`config.mk`:
```
export PLATFORM = sky130hd
export DESIGN_NAME = remote_command_to_player_frame
export DESIGN_NICKNAME = d
export VERILOG_FILES = /design/src/rtl/core/rcpf_pkg.sv /design/src/rtl/core/rcpf_decode.sv /design/src/rtl/core/remote_command_to_player_frame.sv
export SDC_FILE = /design/constraint.sdc
export NUM_CORES = 1
export LEC_CHECK = 0
export ABC_AREA = 0
export BUFFER_PORTS_ARGS = -buffer_cell sky130_fd_sc_hd__buf_2
export CORE_MARGIN = 1.5
export CORE_UTILIZATION = 45
export DETAILED_ROUTE_END_ITERATION = 10
export PLACE_DENSITY = 0.62
export SKIP_CTS_REPAIR_TIMING = 1
export SYNTH_ARGS = -nofsm -noshare
export SYNTH_HDL_FRONTEND = slang
export SYNTH_SLANG_ARGS = --single-unit
```
`constraint.sdc`:
```
create_clock -name clk -period 5.3 [get_ports clk]
set_input_delay 1.59 -clock clk [delete_from_list [all_inputs] [get_ports clk]]
set_output_delay 1.59 -clock clk [all_outputs]
set_load 0.02 [all_outputs]
```
`src/rtl/core/rcpf_pkg.sv`:
```
`timescale 1ns / 1ps
// Shared types and constants for the remote command to player frame block.
// No dependencies; used by rcpf_decode and remote_command_to_player_frame.
package rcpf_pkg;

  // Frame layout
  localparam logic [7:0] FRAME_START   = 8'h7E;
  localparam logic [7:0] FRAME_VERSION = 8'hFF;
  localparam logic [7:0] FRAME_LENGTH  = 8'h06;
  localparam logic [7:0] FRAME_NO_ACK  = 8'h00;
  localparam logic [7:0] FRAME_PAR_HI  = 8'h00;
  localparam logic [7:0] FRAME_END     = 8'hEF;

  // Byte positions within a frame
  localparam logic [3:0] POS_START   = 4'd0;
  localparam logic [3:0] POS_VERSION = 4'd1;
  localparam logic [3:0] POS_LENGTH  = 4'd2;
  localparam logic [3:0] POS_CMD     = 4'd3;
  localparam logic [3:0] POS_ACK     = 4'd4;
  localparam logic [3:0] POS_PAR_HI  = 4'd5;
  localparam logic [3:0] POS_PAR_LO  = 4'd6;
  localparam logic [3:0] POS_CHK_HI  = 4'd7;
  localparam logic [3:0] POS_CHK_LO  = 4'd8;
  localparam logic [3:0] POS_END     = 4'd9;

  // Player command codes
  localparam logic [7:0] CMD_NEXT     = 8'h01;
  localparam logic [7:0] CMD_VOL_UP   = 8'h04;
  localparam logic [7:0] CMD_VOL_DOWN = 8'h05;
  localparam logic [7:0] CMD_PLAY     = 8'h0D;
  localparam logic [7:0] CMD_PAUSE    = 8'h0E;
  localparam logic [7:0] CMD_TRACK    = 8'h12;

  // Remote characters
  localparam logic [7:0] CHR_NEXT     = 8'h4E; // 'N'
  localparam logic [7:0] CHR_VOL_UP   = 8'h55; // 'U'
  localparam logic [7:0] CHR_VOL_DOWN = 8'h4C; // 'L'
  localparam logic [7:0] CHR_PAUSE    = 8'h50; // 'P'
  localparam logic [7:0] CHR_MODE0    = 8'h44; // 'D'
  localparam logic [7:0] CHR_MODE1    = 8'h45; // 'E'
  localparam logic [7:0] CHR_MODE2    = 8'h46; // 'F'
  localparam logic [7:0] CHR_MODE3    = 8'h47; // 'G'
  localparam logic [7:0] CHR_DIGIT0   = 8'h30; // '0'
  localparam logic [7:0] CHR_DIGIT9   = 8'h39; // '9'
  localparam logic [7:0] TRACK_BIAS   = 8'h2F; // '0' maps to track 1

  // What one received character turns into
  localparam logic [1:0] KIND_NONE   = 2'd0;
  localparam logic [1:0] KIND_FRAME  = 2'd1;
  localparam logic [1:0] KIND_STATUS = 2'd2;

  typedef struct packed {
    logic [1:0]  kind;
    logic [7:0]  cmd;
    logic [7:0]  param_lo;
    logic [15:0] chk;
    logic        toggle_pause;
    logic        set_mode;
    logic [1:0]  new_mode;
  } rcpf_dec_t;

endpackage

```
`src/rtl/core/rcpf_decode.sv`:
```
`timescale 1ns / 1ps
// Character decoder: maps one remote character to a frame command and checksum.
// Depends on rcpf_pkg.
module rcpf_decode (
  input  logic [7:0]         rx_byte,
  input  logic               paused,
  output rcpf_pkg::rcpf_dec_t dec
);
  import rcpf_pkg::*;

  logic [15:0] sum;

  always_comb begin
    dec              = '0;
    dec.kind         = KIND_FRAME;
    dec.param_lo     = 8'h00;
    case (rx_byte)
      CHR_NEXT:     dec.cmd = CMD_NEXT;
      CHR_VOL_UP:   dec.cmd = CMD_VOL_UP;
      CHR_VOL_DOWN: dec.cmd = CMD_VOL_DOWN;
      CHR_PAUSE: begin
        dec.cmd          = paused ? CMD_PLAY : CMD_PAUSE;
        dec.toggle_pause = 1'b1;
      end
      CHR_MODE0, CHR_MODE1, CHR_MODE2, CHR_MODE3: begin
        dec.kind     = KIND_STATUS;
        dec.set_mode = 1'b1;
        dec.new_mode = rx_byte[1:0] ^ CHR_MODE0[1:0];
      end
      default: begin
        if (rx_byte >= CHR_DIGIT0 && rx_byte <= CHR_DIGIT9) begin
          dec.cmd      = CMD_TRACK;
          dec.param_lo = rx_byte - TRACK_BIAS;
        end else begin
          dec.kind = KIND_NONE;
        end
      end
    endcase
    // checksum covers version through parameter low
    sum = {8'h00, FRAME_VERSION} + {8'h00, FRAME_LENGTH} + {8'h00, dec.cmd}
        + {8'h00, FRAME_NO_ACK} + {8'h00, FRAME_PAR_HI} + {8'h00, dec.param_lo};
    dec.chk = 16'h0000 - sum;
  end

endmodule

```
`src/rtl/core/remote_command_to_player_frame.sv`:
```
`timescale 1ns / 1ps
// Top level: remote character in, serial player command frame bytes out.
// Depends on rcpf_pkg and rcpf_decode.

// Each accepted character is decoded at once into a command register; the
// pause flag and swing mode update at that moment. Play, pause, volume, next
// and digit characters yield ten frame items (tuser 1, tlast on the tenth),
// mode characters D to G yield one status item (tuser 0, tx byte 0, tlast 1),
// and anything else yields nothing. One item leaves per cycle while the
// receiver is ready, through a registered output; a new character is taken in
// the cycle its predecessor's last item moves to the output register, so
// characters run back to back with no gap. A character passes through the
// command register and then the output register before its first item
// appears.
module remote_command_to_player_frame (
  input  logic        clk,
  input  logic        rst_n,
  input  logic        in_tvalid,
  output logic        in_tready,
  input  logic [7:0]  in_tdata,   // [7:0] rx_byte
  output logic        out_tvalid,
  input  logic        out_tready,
  output logic [15:0] out_tdata,  // [7:0] tx_byte, [9:8] swing_mode, [15:10] zero
  output logic        out_tuser,  // [0] byte_valid
  output logic        out_tlast   // last
);
  import rcpf_pkg::*;

  rcpf_dec_t dec;

  // control state
  logic       paused_r, paused_nxt;
  logic [1:0] mode_r, mode_nxt;
  logic       busy_r, busy_nxt;
  logic [3:0] pos_r, pos_nxt;
  logic       ovalid_r, ovalid_nxt;

  // command register payload
  logic        frame_r;
  logic [7:0]  cmd_r;
  logic [7:0]  par_r;
  logic [15:0] chk_r;
  logic [1:0]  imode_r;

  // output register payload
  logic [7:0] obyte_r;
  logic       obv_r;
  logic       olast_r;
  logic [1:0] omode_r;

  logic       out_free, emit, item_last, in_acc;
  logic [7:0] byte_sel;

  rcpf_decode u_decode (
    .rx_byte (in_tdata),
    .paused  (paused_r),
    .dec     (dec)
  );

  // handshake
  assign out_free  = !ovalid_r || out_tready;
  assign emit      = busy_r && out_free;
  assign item_last = !frame_r || (pos_r == POS_END);
  assign in_tready = !busy_r || (emit && item_last);
  assign in_acc    = in_tvalid && in_tready;

  // frame byte select
  always_comb begin
    case (pos_r)
      POS_START:   byte_sel = FRAME_START;
      POS_VERSION: byte_sel = FRAME_VERSION;
      POS_LENGTH:  byte_sel = FRAME_LENGTH;
      POS_CMD:     byte_sel = cmd_r;
      POS_ACK:     byte_sel = FRAME_NO_ACK;
      POS_PAR_HI:  byte_sel = FRAME_PAR_HI;
      POS_PAR_LO:  byte_sel = par_r;
      POS_CHK_HI:  byte_sel = chk_r[15:8];
      POS_CHK_LO:  byte_sel = chk_r[7:0];
      POS_END:     byte_sel = FRAME_END;
      default:     byte_sel = FRAME_END;
    endcase
  end

  // next-state logic
  always_comb begin
    paused_nxt = paused_r;
    mode_nxt   = mode_r;
    busy_nxt   = busy_r;
    pos_nxt    = pos_r;
    ovalid_nxt = ovalid_r;
    if (emit) begin
      ovalid_nxt = 1'b1;
      pos_nxt    = pos_r + 4'd1;
      if (item_last) begin
        busy_nxt = 1'b0;
      end
    end else if (out_tready) begin
      ovalid_nxt = 1'b0;
    end
    if (in_acc) begin
      busy_nxt = (dec.kind != KIND_NONE);
      pos_nxt  = POS_START;
      if (dec.toggle_pause) begin
        paused_nxt = !paused_r;
      end
      if (dec.set_mode) begin
        mode_nxt = dec.new_mode;
      end
    end
  end

  always_ff @(posedge clk) begin
    if (!rst_n) begin
      paused_r <= 1'b0;
      mode_r   <= 2'd0;
      busy_r   <= 1'b0;
      pos_r    <= POS_START;
      ovalid_r <= 1'b0;
    end else begin
      paused_r <= paused_nxt;
      mode_r   <= mode_nxt;
      busy_r   <= busy_nxt;
      pos_r    <= pos_nxt;
      ovalid_r <= ovalid_nxt;
    end
  end

  // command register load
  always_ff @(posedge clk) begin
    if (in_acc) begin
      frame_r <= (dec.kind == KIND_FRAME);
      cmd_r   <= dec.cmd;
      par_r   <= dec.param_lo;
      chk_r   <= dec.chk;
      imode_r <= dec.set_mode ? dec.new_mode : mode_r;
    end
  end

  // output register load
  always_ff @(posedge clk) begin
    if (emit) begin
      obyte_r <= frame_r ? byte_sel : 8'h00;
      obv_r   <= frame_r;
      olast_r <= item_last;
      omode_r <= imode_r;
    end
  end

  assign out_tvalid = ovalid_r;
  assign out_tdata  = {6'b000000, omode_r, obyte_r};
  assign out_tuser  = obv_r;
  assign out_tlast  = olast_r;

endmodule

```
**Word-level counts from Yosys, hierarchy flattened**

Index checks and enable logic that the tools add are counted.

- Register bits after elaboration: 56
- Input bits: 12
- Output and inout bits: 20
- Word-level logic and storage cells: 78

- Add/subtract/negate cells: 5
- Magnitude comparators: 2
- Equal/unequal tests: 18
- Multiplexer cells: 15
- Bitwise operators: 1
- Reduce and logical (&&, ||, !) cells: 23

Operators by type and width:

| kind | count |
|---|---|
| $eq A8 B7 Y1 const B | 8 |
| $pmux W8 S8 | 1 |
| $pmux W8 S5 | 1 |
| $add A16 B8 Y16 | 1 |
| $eq A4 B3 Y1 const B | 4 |
| $sub A1 B16 Y16 const A | 1 |
| $mux W13 | 1 |
| $add A9 B8 Y10 const A | 1 |
| $eq A4 B2 Y1 const B | 2 |
| $eq A4 B4 Y1 const B | 2 |
| $ge A8 B6 Y1 const B | 1 |
| $le A8 B6 Y1 const B | 1 |
| $mux W8 | 1 |
| $reduce_bool A2 Y1 | 4 |
| $reduce_or A4 Y1 | 2 |
| $reduce_or A8 Y1 | 1 |
| $sub A8 B6 Y8 const B | 1 |
| $mux W1 | 7 |
| $add A4 B1 Y4 const B | 1 |
| $eq A4 B1 Y1 const B | 1 |
| $logic_and A1 B1 Y1 | 4 |
| $logic_not A1 Y1 | 4 |
| $logic_not A4 Y1 | 1 |
| $mux W2 | 2 |
| other kinds (7) | 11 |

**Depth between registers and ports, before layout**

Gate-level depths: netlist of the first run.

- Depth after elaboration: 8
- Depth in mapped cells: 15
- Depth with buffers taken out: 15

**Cells and area by module**

From an unflattened synthesis of the first run, not the netlist that was laid out.

- Cells, all modules: 282
- Area, all modules: 3,326.9 µm²

By module, submodules not included:

| module | instances | cells each | area each (µm²) | sequential area each (µm²) |
|---|---|---|---|---|
| remote_command_to_player_frame | 1 | 170 | 2,386.0 | 1,591.5 |
| rcpf_decode | 1 | 112 | 940.9 | 0.0 |

**Worst setup path before layout of the first run**

No wires, ideal clock.

- Path type: in2reg
- Start: in in_tdata[5]
- End: reg chk_r[7], data pin
- Library setup time: 0.149 ns
- Arrival: 4.370 ns
- Required time: 5.151 ns
- Slack: 0.781 ns
- Stages: 13
- Buffers on the path: 0
- Cell sequence: or3b_1 > nor4_4 > inv_1 > o21ai_0 > ha_1 > ha_1 > inv_1 > ha_1 > fa_1 > a211oi_1 > o21bai_1 > a21oi_1 > xnor2_1

RTL lines:

| element | line | text |
|---|---|---|
| from (decl) | remote_command_to_player_frame.sv:20 | `input logic [7:0] in_tdata,` |
| to (signal assigned) | remote_command_to_player_frame.sv:134 | `chk_r <= dec.chk;` |
| to (decl) | remote_command_to_player_frame.sv:42 | `logic [15:0] chk_r;` |

==> impl_results.md, run 1 <==
- Diode count: 0
- CTS Buffer Depth: 2
- Drt first-iter violations: 62
- Die X: ~81 µm
- Count of different cell masters after synthesis: between 50 and 60
- Global-route wire length before repair: just under 8 mm
- IO Port Bufs: 25
- Hold Path Stages: 0
- Clk_lat worst skew: ~0.30 ns
- Total GRT Usage: between 10% and 20%
- FF-to-FF path depth: 10
- Critical path startpoint: in_tdata[5]
- Initial Utilization: a little under half
- RSZ-0062 raised after global routing: no
- Asr flop ratio synth: 0%
- Vias in the first global route: approximately 1700
- PnR Total Power: approximately 0.00075 W
- CTS sink count: 47
- Max-cap violations: 0
- Cell Area, Synth: about 0.0027 mm²
- # rows: 28
- Endpoints failing setup: 0
- Final Hold Viols: 0
- Hold/Removal Path Class: reg -> reg
- Die extent in y: roughly 81 µm
- Reg clk slew, reported paths: ~0.09 ns
- Min cycle time layout: 4.532 ns
- Status: completed
- CTS tree: yes
- EDFF count, synth: 38
- Clock Skew: 0.002820 ns
- Hold endpoint: omode_r[1]
- Top-area cell type share of the netlist area: 42.16%
- Ys flop type: edfxtp_1
- Hold WS: between 0.4 and 0.5 ns
- Syn Inst Count: 244
- Worst R2R Setup Slack: 2.68 ns
- Routed vias: 1819
- Placed insts: about 350
- Fraction of layout cells with a size suffix above 1: around 14%
- Setup TNS: 0 ns
- Commonest non-fill, non-tap cells in the layout: edfxtp_1 (38), buf_2 (25), ha_1 (24), nand2_1 (19), inv_1 (19)
- H-tree Lvls: 2
- RePlAce Congestion: ~0.80
- Critical path class: in -> reg
- Crit path max fanout: 6
- Non-filler cells, final: roughly 360
- Final period utilization: 85.51%
- Fraction of the yosys area taken by sequential cells: 48.82%
- I/O pin total: 32
- Final ANT Viol Nets: 0
- Flops & latches, synth: between 40 and 50
- Arr. time, crit path: 4.69 ns
- Reg-to-Reg End: chk_r[7]
- Root buffer cell: clkbuf_8
- Commonest non-fill, non-tap cell in the layout: edfxtp_1
- Tightest Pin Transition: ~0.9 ns
- Placed Area: roughly 0.0029 mm²
- GRT overflow: 0
- Core area: slightly below 0.006 mm²
- Yosys warning total: 0
- Crit. End Element: flip-flop
- WP data required: 5.46 ns
- Residual DRC count: 0
- F_max: around 0.22 GHz
- Nets: ~320
- Syn_area_per_cell: approximately 11 µm²
- Die area: between 0.006 and 0.007 mm²
- Final Max Tran Viols: 0
- P&R area growth vs syn: 12.02%
- Drt total wl: 4.630 mm
- Reg-to-reg startpoint: paused_r
- Initial antenna violation count: 0
- Drt wl/cell: 13.01 µm
- Via density: roughly 5.1
- Max VDD drop: about 0.00014 V
- Slew headroom: around two fifths
- Ranking of synthesized cells by area: edfxtp_1 (42%), ha_1 (11%), dfxtp_1 (6.7%), inv_1 (2.6%), nand2_1 (2.6%)
- Drt pass-1 iters: 5
- Final instance area: around 0.0030 mm²
- Hold path startpoint: imode_r[1]
- Largest net degree at the start of global routing: 27
- Pwr dens: roughly 250 mW/mm²
- Total CTS buffers: 5
- Cell taking the most area after synthesis: edfxtp_1
- Fill cells: between 500 and 600
- Critical Path Start Type: input port
- Leak: 1.235 nW
- DP HPWL: between 3 and 4 mm
state kept, by name, summed over array words and instances, names as in the netlist:
signal / count
chk_r: 10
obyte_r: 8
par_r: 8
cmd_r: 5
pos_r: 4
imode_r: 2
mode_r: 2
omode_r: 2
busy_r: 1
frame_r: 1
out_tlast: 1
out_tuser: 1
out_tvalid: 1
paused_r: 1
worst max path at each step:
stage                     endpoint  slack [ns]  cells past startpoint
after global placement    chk_r[7]        0.51                     15
after floorplan           chk_r[7]        0.78                     13
after global routing      chk_r[7]        0.50                     16
after CTS                 chk_r[7]        0.76                     14
after detailed placement  chk_r[7]        0.44                     14
final                     chk_r[7]        0.77                     14
synthesized netlist by cell type, drive strengths merged (6+ instances only):
master and instances:
edfxtp 38, ha 24, inv 19, nand2 19, a21oi 11, nor2 11
o21ai 11, dfxtp 9, buf 8, nand2b 7, nand3 7, a21boi 6
xnor2 6
worst max-delay path, stage by stage:
cell	delay, ns
buf_2	0.11
or3b_1	0.42
nor4_4	0.37
inv_1	0.06
o21ai_0	0.23
ha_1	0.28
ha_1	0.27
inv_1	0.04
ha_1	0.23
fa_1	0.42
a211oi_1	0.21
o21bai_1	0.10
a21oi_1	0.22
xnor2_1	0.14
routing by layer:
layer | track usage, % | routed length, µm
met1 | 22.09 | 2281
met2 | 24.71 | 2098
met3 | 3.068 | 149
met4 | 6.207 | 100
met5 | 0 | 0
cells by family (layout without fill, tap and decap cells):
kind of cell | Yosys count | in the layout | synth area share (%)
AOI/OAI and AO/OA | 54 | 54 | 13.82
xor gates and xnor gates | 10 | 10 | 3.236
adders and majority gates | 25 | 25 | 11.84
buffers and inverters | 31 | 52 | 5.224
DFF | 47 | 47 | 48.82
muxes | 7 | 7 | 2.728
other | 2 | 18 | 0.2775
and+or+nand+nor | 68 | 68 | 14.06
area by class of cell:
class | instances | area [µm²] | area share [%]
clock buffers | 5 | 68.82 | 2.270
repair buffers | 25 | 125.1 | 4.127
clock inverters | 3 | 47.55 | 1.568
flip-flops and latches | 47 | 1321 | 43.58
well taps | 75 | 93.84 | 3.095
multi-input cells | 182 | 1304 | 43.00
inverters | 19 | 71.32 | 2.352
per-stage QoR:
step / worst slack [ns] / utilization (%)
final: 0.7681 / 51.82
after global routing: 0.5048 / 51.82
after CTS: 0.7580 / 51.82
after detailed placement: 0.4409 / 49.83
after global placement: 0.5126 / 49.83
after floorplan: 0.7810 / -
power breakdown:
part	leakage [nW]	switching [W]	internal, W	total (W)
clock	0.0587	0.000124	0.000143	0.000267
combinational	0.742	0.0000400	0.0000253	0.0000654
sequential	0.434	0.00000565	0.000415	0.000420
(Power assumes the default switching activity.)
==> run 2: changes to the inputs <==
PLACE_DENSITY = 0.61   (was 0.62)
SYNTH_HIERARCHICAL = 1   (was unset)
clock period = 5.8 ns   (was 5.3 ns; I/O delays follow)
==> run 2 against run 1 <==
Against the previous run:
- sequential power grew 9.3%
- clock skew rose by 0.010 ns
- setup slack gained 0.19 ns
- synthesized cell count rose by 16%
- count of clock-buffer cells in the layout unchanged
==> impl_results.md, run 2 <==
- Status: completed
- Max-cap violations: 0 (unchanged)
- Initial Utilization: 46.12% (-0.14 points)
- Most used cell, CP: ha_1
- Arr. time, crit path: 5.02 ns (+0.33 ns)
- Fill cells: 687 (+32%)
- Cell Int Power: 0.0005696 W (-2.3%)
- Tightest Pin Transition: 0.9965 ns (+0.1036 ns)
- Hold Path Stages: 0 (unchanged)
- Top-area cell type share of the netlist area: 42.42% (+0.26 points)
- Cell Chain, Critical Path: buf_2 -> inv_1 -> ha_1 -> o21bai_4 -> a2111oi_4 -> buf_4 -> or2_1 -> ha_1 -> ha_1 -> inv_1 -> ha_1 -> fa_1 -> a211o_1 -> a2111o_1 -> nand4_1
- GRT overflow: 0 (unchanged)
- Via density: 5.150 (+0.79%)
- Syn_area_per_cell: 11.80 µm² (+6.4%)
- Commonest non-fill, non-tap cells in the layout: edfxtp_1 (47), conb_1 (29), ha_1 (25), buf_2 (25), nand2_1 (15)
- Final Max Tran Viols: 0 (unchanged)
- Reg clk slew, reported paths: 0.11 ns (+0.02 ns)
- Fraction of layout cells with a size suffix above 1: 16.19% (+2.0 points)
- Final period utilization: 83.41%
- Final ANT Viol Nets: 0 (unchanged)
- Total GRT Usage: 15.04% (-0.98 points)
- Most flops, register: chk_r
- Cell Area, Synth: 0.003327 mm² (+23%)
- DP HPWL: 4.299 mm (+21%)
- Total CTS buffers: 5 (unchanged)
- Portion of netlist area occupied by mux cells: 3.084% (+0.36 points)
- Yosys warning total: 6 (+6)
- Die area: 0.007918 mm² (+22%)
- Die extent in y: 88.99 µm (+10%)
- Clock Skew: 0.01307 ns (+0.01025 ns)
- H-tree Lvls: 2 (unchanged)
- Post-Synth Adder-Cell Area: 10.00% (-1.8 points)
- Ranking of synthesized cells by area: edfxtp_1 (42%), ha_1 (9.4%), dfxtp_1 (5.4%), buf_4 (4.3%), mux2i_1 (2.4%)
- Multi-input logic area: 0.001593 mm² (+22%)
- Number of flip-flops in the largest register: 16 (+6)
- WP data required: 5.99 ns (+0.53 ns)
- Drt total wl: 5.803 mm (+25%)
- Setup TNS: 0 ns (unchanged)
- Clk_lat worst skew: 0.31 ns (about the same)
- Sequential group share of total power: 60.9% (+5.0 points)
- Largest family of logic cells by synthesized area: compound AO/OA/AOI/OAI gates
- Cell taking the most area after synthesis: edfxtp_1
- Die X: 88.99 µm (+10%)
- Core area: 0.007214 mm² (+23%)
- RSZ-0062 raised after global routing: no
- Fraction of the yosys area taken by sequential cells: 47.84% (-0.98 points)
- IO Port Bufs: 25 (unchanged)
- Nets: 352 (+11%)
- EDFF count, synth: 47 (+24%)
- Global-route wire length before repair: 9.080 mm (+15%)
- Final Hold Viols: 0 (unchanged)
- Root buffer cell: clkbuf_8
- Comb pwr share: 9.9% (+1.2 points)
- Drt first-iter violations: 86 (+39%)
- Slew headroom: 33.32% (-7.1 points)
- Critical Path Start Type: input port
- Synth cell count leaders: edfxtp_1 (47), ha_1 (25), buf_4 (19), nand2_1 (15), nor2_1 (11)
- Flops & latches, synth: 56 (+19%)
- Synth Area in Simple Gates: 13.50% (-0.55 points)
- Setup WS post-layout: 0.9621 ns (+0.1940 ns)
- Pre-CTS WS: 0.6399 ns (+0.1990 ns)
- Routed vias: 2132 (+17%)
- Most common cell in the synthesized netlist: edfxtp_1
- Commonest non-fill, non-tap cell in the layout: edfxtp_1
- Largest net degree at the start of global routing: 40 (+48%)
- Hold WS: 0.4161 ns (-0.02394 ns)
- P&R area growth vs syn: 7.710%
- I/O pin total: 32 (unchanged)
- CP peak stage delay: 0.43 ns (about the same)
- RePlAce Congestion: 0.8031 (+0.15%)
- Count of different cell masters after synthesis: 69 (+35%)
- Switch Pwr: 0.0001845 W (+9.0%)
- Residual DRC count: 0 (unchanged)
- Complex-gate fraction of the synthesized area: 16.43% (+2.6 points)
- Asr flop ratio synth: 0% (unchanged)
- Reg area: 0.001592 mm² (+20%)
- CTS Buffer Depth: 2 (unchanged)
- Drt wl/cell: 14.02 µm (+7.8%)
- Pwr dens: 210.5 mW/mm² (-15%)
- Min cycle time layout: 4.838 ns
- Initial antenna violation count: 0 (unchanged)
- Critical path class: in -> reg
- Ys flop type: edfxtp_1
- Diode count: 0 (unchanged)
- Leak: 1.393 nW (+13%)
- Xor-xnor portion of the synthesized cell area: 1.580% (-1.7 points)
- Vias in the first global route: 1890 (+12%)
- Sw Share: 24.47% (+2.0 points)
- CTS tree: yes
- Crit. End Element: flip-flop
- CP max-delay cell: fa_1
- Drt pass-1 iters: 4 (-1)
- Clock power frac: 29.2% (-6.2 points)
- Endpoints failing setup: 0 (unchanged)
- Syn Inst Count: 282 (+16%)
- Crit path max fanout: 11 (+5)
- # rows: 31 (+11%)
- CTS sink count: 56 (+19%)
- Max VDD drop: 0.00008974 V (-36%)
- F_max: approximately 0.21 GHz
- FF-to-FF path depth: 10 (unchanged)
- Hold/Removal Path Class: reg -> reg
-- run 2: cell types whose count changed in the layout (fill, tap and decap cells not counted), sizes merged, moves of 5 or more --
cell,previous run,this run
a22o,0,5
edfxtp,38,47
o21ai,11,4
conb,18,29
a21boi,6,0
inv,20,15
-- run 2: final cells by class --
cell class	instances	share of cell area [%]
sequential	56	44.41
tap	99	3.457
multi-input combinational	212	44.45
timing repair buffer	26	3.701
clock inverter	3	0.6983
clock buffer	5	1.920
inverter	13	1.362
-- run 2: metrics by stage --
stage	total power, W	instances	util, %	cell area (µm²)
6_report	0.0007542	414	49.67	3583
5_1_grt	0.0007798	414	49.67	3583
4_1_cts	0.0007558	414	49.67	3583
3_5_place_dp	0.0005413	406	48.37	3490
3_3_place_gp	0.0005404	406	48.37	3490
2_1_floorplan	0.0005304	308	-	3425
-- run 2: final timing paths --
| kind | startpoint | endpoint | slack [ns] |
|---|---|---|---|
| worst min-delay path | imode_r[1] | omode_r[1] | 0.42 |
| worst max register to register | paused_r | chk_r[7] | 2.89 |
| worst min register to register | imode_r[1] | omode_r[1] | 0.42 |
| worst max-delay path | in_tdata[0] | chk_r[7] | 0.96 |
-- run 2: worst max-delay path, delay by kind of cell --
family	cells	cell delay, ns
adders and majority gates	5	1.39
AOI/OAI and AO/OA	4	1.16
buffers and inverters	4	0.52
and+or+nand+nor	2	0.21
-- run 2: logic make-up after synthesis --
family,Yosys count
AO/OA/AOI/OAI,64
XOR/XNOR,6
adder cells (fa/ha/maj),26
buffers and inverters,40
flip-flops,56
multiplexers,10
other,3
AND/OR/NAND/NOR,77
-- run 2: power by group through the flow --
stage | clock network, W | registers (W) | logic [W]
2_1_floorplan | 0 | 0.000465 | 0.0000653
3_3_place_gp | 0 | 0.000468 | 0.0000722
3_5_place_dp | 0 | 0.000469 | 0.0000727
4_1_cts | 0.000223 | 0.000459 | 0.0000731
5_1_grt | 0.000235 | 0.000461 | 0.0000841
6_report | 0.000220 | 0.000459 | 0.0000749
-- run 2: metal layers --
layer	part of all wire [%]	up-vias	GRT usage, %
li1	-	1078	-
met2	46	54	23.83
met3	4.7	4	2.216
met4	0.78	0	3.776
met1	49	996	21.77
met5	0	-	0
